**config.mk**
```make
export PLATFORM = sky130hd
export DESIGN_NAME = met_ctrl
export DESIGN_NICKNAME = d
export VERILOG_FILES = /design/src/met_pkg.sv /design/src/met_ctrl.sv
export SDC_FILE = /design/constraint.sdc
export NUM_CORES = 1
export LEC_CHECK = 0
export ABC_AREA = 1
export ABC_CLOCK_PERIOD_IN_PS = 1000
export BUFFER_PORTS_ARGS = -buffer_cell sky130_fd_sc_hd__buf_2
export CAP_MARGIN = 30
export CORE_UTILIZATION = 25
export CTS_BUF_LIST = sky130_fd_sc_hd__clkbuf_8 sky130_fd_sc_hd__clkbuf_16
export DETAILED_ROUTE_END_ITERATION = 12
export PLACE_DENSITY_LB_ADDON = 0.2
export SETUP_SLACK_MARGIN = 0.02
export SYNTH_ARGS = -nofsm -noshare
export SYNTH_HDL_FRONTEND = slang
export SYNTH_SLANG_ARGS = --single-unit
```
**constraint.sdc**
```tcl
create_clock -name clk_i -period 1 [get_ports clk_i]
set_input_delay 0.25 -clock clk_i [delete_from_list [all_inputs] [get_ports clk_i]]
set_output_delay 0.25 -clock clk_i [all_outputs]
set_load 0.02 [all_outputs]
```
**src/met_pkg.sv**
```systemverilog
// Shared types and constants for the escape-time iteration block.
`default_nettype none

package met_pkg;

  localparam int unsigned CRD_W     = 28;
  localparam int unsigned Z_W       = 40;
  localparam int unsigned CNT_W     = 16;
  localparam int unsigned BAIL_W    = 14;
  localparam int unsigned MAG_OUT_W = 40;
  localparam int unsigned CFG_IDX_W = 2;
  localparam int unsigned CFG_DAT_W = 16;

  localparam logic [CFG_IDX_W-1:0] CFG_MAX_ITER   = 2'd0;
  localparam logic [CFG_IDX_W-1:0] CFG_BAILOUT_SQ = 2'd1;

  localparam logic [CNT_W-1:0]  MAX_ITER_RST   = 16'd400;
  localparam logic [BAIL_W-1:0] BAILOUT_SQ_RST = 14'd64;

  typedef struct packed {
    logic signed [CRD_W-1:0] c_re;
    logic signed [CRD_W-1:0] c_im;
  } in_item_t;

  typedef struct packed {
    logic [CNT_W-1:0]     iteration_count;
    logic                 escaped;
    logic [MAG_OUT_W-1:0] final_mag_sq;
  } out_item_t;

  typedef struct packed {
    logic load;
    logic upd;
    logic abs;
    logic mul0;
    logic mul1;
    logic mul2;
    logic ev1;
    logic ev2;
    logic inc;
    logic emit;
  } cmd_t;

  typedef struct packed {
    logic esc;
    logic last;
    logic max_zero;
  } status_t;

endpackage

`default_nettype wire

```
**src/met_ctrl.sv**
```systemverilog
// Controller: sequences the steps of each iteration and owns both handshakes.
`default_nettype none

module met_ctrl (
  input  wire logic             clk_i,
  input  wire logic             rst_ni,
  input  wire logic             in_valid_i,
  output logic                  in_stall_o,
  output logic                  out_valid_o,
  input  wire logic             out_stall_i,
  output met_pkg::cmd_t         cmd_o,
  input  wire met_pkg::status_t status_i
);

  localparam logic [3:0] S_IDLE = 4'd0;
  localparam logic [3:0] S_UPD  = 4'd1;
  localparam logic [3:0] S_ABS  = 4'd2;
  localparam logic [3:0] S_MUL0 = 4'd3;
  localparam logic [3:0] S_MUL1 = 4'd4;
  localparam logic [3:0] S_MUL2 = 4'd5;
  localparam logic [3:0] S_EV1  = 4'd6;
  localparam logic [3:0] S_EV2  = 4'd7;
  localparam logic [3:0] S_CHK  = 4'd8;
  localparam logic [3:0] S_DONE = 4'd9;

  logic [3:0] state_q, state_d;
  logic       out_valid_q, out_valid_d;
  logic       slot_free;

  assign slot_free = !out_valid_q || !out_stall_i;

  always_comb begin
    state_d = state_q;
    cmd_o   = '0;
    unique case (state_q)
      S_IDLE: begin
        if (in_valid_i) begin
          cmd_o.load = 1'b1;
          state_d    = status_i.max_zero ? S_DONE : S_UPD;
        end
      end
      S_UPD: begin
        cmd_o.upd = 1'b1;
        state_d   = S_ABS;
      end
      S_ABS: begin
        cmd_o.abs = 1'b1;
        state_d   = S_MUL0;
      end
      S_MUL0: begin
        cmd_o.mul0 = 1'b1;
        state_d    = S_MUL1;
      end
      S_MUL1: begin
        cmd_o.mul1 = 1'b1;
        state_d    = S_MUL2;
      end
      S_MUL2: begin
        cmd_o.mul2 = 1'b1;
        state_d    = S_EV1;
      end
      S_EV1: begin
        cmd_o.ev1 = 1'b1;
        state_d   = S_EV2;
      end
      S_EV2: begin
        cmd_o.ev2 = 1'b1;
        state_d   = S_CHK;
      end
      S_CHK: begin
        if (status_i.esc) begin
          state_d = S_DONE;
        end else begin
          cmd_o.inc = 1'b1;
          state_d   = status_i.last ? S_DONE : S_UPD;
        end
      end
      S_DONE: begin
        if (slot_free) begin
          cmd_o.emit = 1'b1;
          state_d    = S_IDLE;
        end
      end
      default: begin
        state_d = S_IDLE;
      end
    endcase
  end

  always_comb begin
    priority if (cmd_o.emit) begin
      out_valid_d = 1'b1;
    end else if (!out_stall_i) begin
      out_valid_d = 1'b0;
    end else begin
      out_valid_d = out_valid_q;
    end
  end

  always_ff @(posedge clk_i or negedge rst_ni) begin
    if (!rst_ni) begin
      state_q     <= S_IDLE;
      out_valid_q <= 1'b0;
    end else begin
      state_q     <= state_d;
      out_valid_q <= out_valid_d;
    end
  end

  assign in_stall_o  = (state_q != S_IDLE);
  assign out_valid_o = out_valid_q;

endmodule

`default_nettype wire

```
==> metrics.yaml <==
finish:
  sequential_cell_area_um2: 130
  n_antenna_cell: 0
  area.growth.synth_to_final_pct: 139
  most-common-layout-cells: "buf_4 (16), buf_6 (14), nand2_1 (9)"
  drive_gt1_share_pct: 72.9
  fin_util_pct: 64.6
  nNetsFinal: 104
  fill_cells: 108
  multi_input_area_um2: 283
  final_common_cell: "buf_4"
route:
  routed_wl_um: 1040
  drc: 0
  via_count: 468
  postRouteAntennaNets: 0
  drtPass1Iterations: 2
  viasPerCell: 4.22
  first_iter_violations: 2
  avgRoutedWirePerCell_um: 9.41
timing:
  slew_violations: 0
  setup-tns-final_ns: -5.30
  setup_violations: 15
  setup_slack_ns: -0.450
  whs_ns: 0.269
  period_needed_ns: 1.45
  fin_skew_ns: 0.00171
  slew_headroom_pct: 88.3
  fmax_ghz: 0.690
  post-route-period-util_pct: 145
  rsz0062_at_grt: "yes"
  tightest_slew_ns: 0.175
  hold_viol: 0
clock_network:
  cts_root_buffer: "clkbuf_8"
  path_clk_slew_ns: 0.03
  clock-sinks: 5
  clock_latency_ns: 0.22
  cts_buffers: 3
  clockBufferDepth: 2
  cts_tree: "yes"
  htree_levels: 1
global_routing:
  grt_usage_pct: 16.2
  grt_pass1_wl_um: 1600
  grt_max_degree: 6
  antenna_found_initial: 0
  grt_pass1_vias: 406
  grt_overflow_total: 0
setup_path:
  crit_type: "flip-flop to primary output"
  end_kind: "primary output"
  r2r_start: "state_q[3]$_DFFE_PN0P_"
  path_cells: "nor2_4, buf_6, nand2_4, nor2_4, buf_6"
  cp_slowest_cell: "dfrtp_2"
  slowest_delay_ns: 0.44
  crit_path_start: "state_q[1]$_DFFE_PN0P_"
  cp_max_fo: 4
  regToRegSetupSlack_ns: -0.35
  worstPathRequired_ns: 0.75
  critPathArrivalTime_ns: 1.20
  cp-start-kind: "flip-flop"
yosys:
  syn-cell-area_um2: 355
  synth_top_area_share_pct: 35.2
  ys_ff_latch: 5
  yosys.area.top_type: "dfrtp_1"
  synth_cells: 55
  syn-num-nets: 62
  yosysSeqAreaShare_pct: 35.2
  ys_warn_count: 0
  syn_avg_cell_area_um2: 6.46
  synthDistinctLibCells: 14
  synth.area.top_cells: "dfrtp_1 (35%), nand2_1 (14%), inv_1 (12%)"
floorplan:
  start_util_pct: 27.0
  die_w_um: 39.7
  dieArea_mm2: 0.00158
  io_pins: 19
  row_count: 13
  die_y_um: 39.7
  fp.coreArea_mm2: 0.00132
hold_path:
  hold_path.startpoint: "out_stall_i"
  hold_class: "input port to flip-flop"
power:
  peakVddDrop_uv: 1730
  p_per_area_mw_per_mm2: 3280
  power_mw: 2.79
  leakagePower_nw: 0.453
place:
  dp_hpwl_um: 723
  gp_congestion: 0.768
  place_ws_ns: -0.274
  port_buffers: 18
status:
  run_status: "finished with violations"
  violations: "setup timing"
flow_run:
  max_cap_violations: 0
==> logic make-up after synthesis <==
logic type,Yosys count,synth area share [%]
flip-flops,5,35.2
AO/OA/AOI/OAI,2,4.23
AND/OR/NAND/NOR,34,44.7
buffers and inverters,14,15.8
==> final timing paths <==
check                                                to  depth (start not counted)
worst max-delay path                           cmd_o[9]                          5
worst min-delay path            out_valid_o$_DFFE_PN0P_                          3
worst max register to register   state_q[3]$_DFFE_PN0P_                          8
worst min register to register  out_valid_o$_DFFE_PN0P_                          2
max in group asynchronous        state_q[3]$_DFFE_PN0P_                          2
min in group asynchronous        state_q[1]$_DFFE_PN0P_                          2
==> state kept, by name, indices dropped and copies added (netlist names) <==
register / count
state_q: 4
out_valid_o: 1
==> synthesized netlist by cell type <==
master    number
buf_4          1
clkinv_1       1
dfrtp_1        5
inv_1         11
inv_2          1
nand2_1       13
nand3_1        5
nand3_2        1
nor2_1         7
nor2_2         2
nor2_4         1
nor3_1         5
o211ai_1       1
o21bai_1       1
==> worst max-delay path, delay by kind of cell (launching register included) <==
kind,cells,cell delay (ns)
flops,1,0.44
simple gates,3,0.30
buf+inv,2,0.23
==> through the flow <==
stage | std cells | cell area [um2]
CTS | 109 | 821
global placement | 99 | 627
global route | 111 | 851
detailed placement | 99 | 627
floorplan | 55 | 435
finish | 111 | 851
==> final cells by class <==
| type | instances | share of cell area [%] |
|---|---|---|
| Clock inverter | 1 | 0.441 |
| Timing Repair Buffer | 38 | 37.9 |
| Multi-Input combinational cell | 36 | 33.2 |
| Tap cell | 15 | 2.21 |
| Clock buffer | 3 | 4.85 |
| Sequential cell | 5 | 15.3 |
| Inverter | 13 | 6.03 |
==> what timing repair did <==
item | CTS | global route
resized for setup | 34 | 5
hold buffers | 1 | 0
buffers inserted | 6 | 2
hold endpoints to repair | 5 | 0
setup endpoints to repair | 16 | 17
pin swaps | 9 | 4
==> metal layers <==
layer,vias up,global-route usage (%),part of all wire (%)
li1,252,-,-
met1,206,19.7,44
met2,10,24.2,54
met3,0,5.11,2.4
met4,0,10.3,0
met5,-,0,0
==> report_power, final <==
group	leakage, nW	internal (mW)	total [mW]	switching, mW
clock network	0.0269	0.262	0.354	0.0919
logic	0.368	0.989	1.99	1.00
registers	0.0584	0.304	0.449	0.145
total	0.453	1.56	2.79	1.24
No activity file was read; power rests on OpenSTA's default activity.
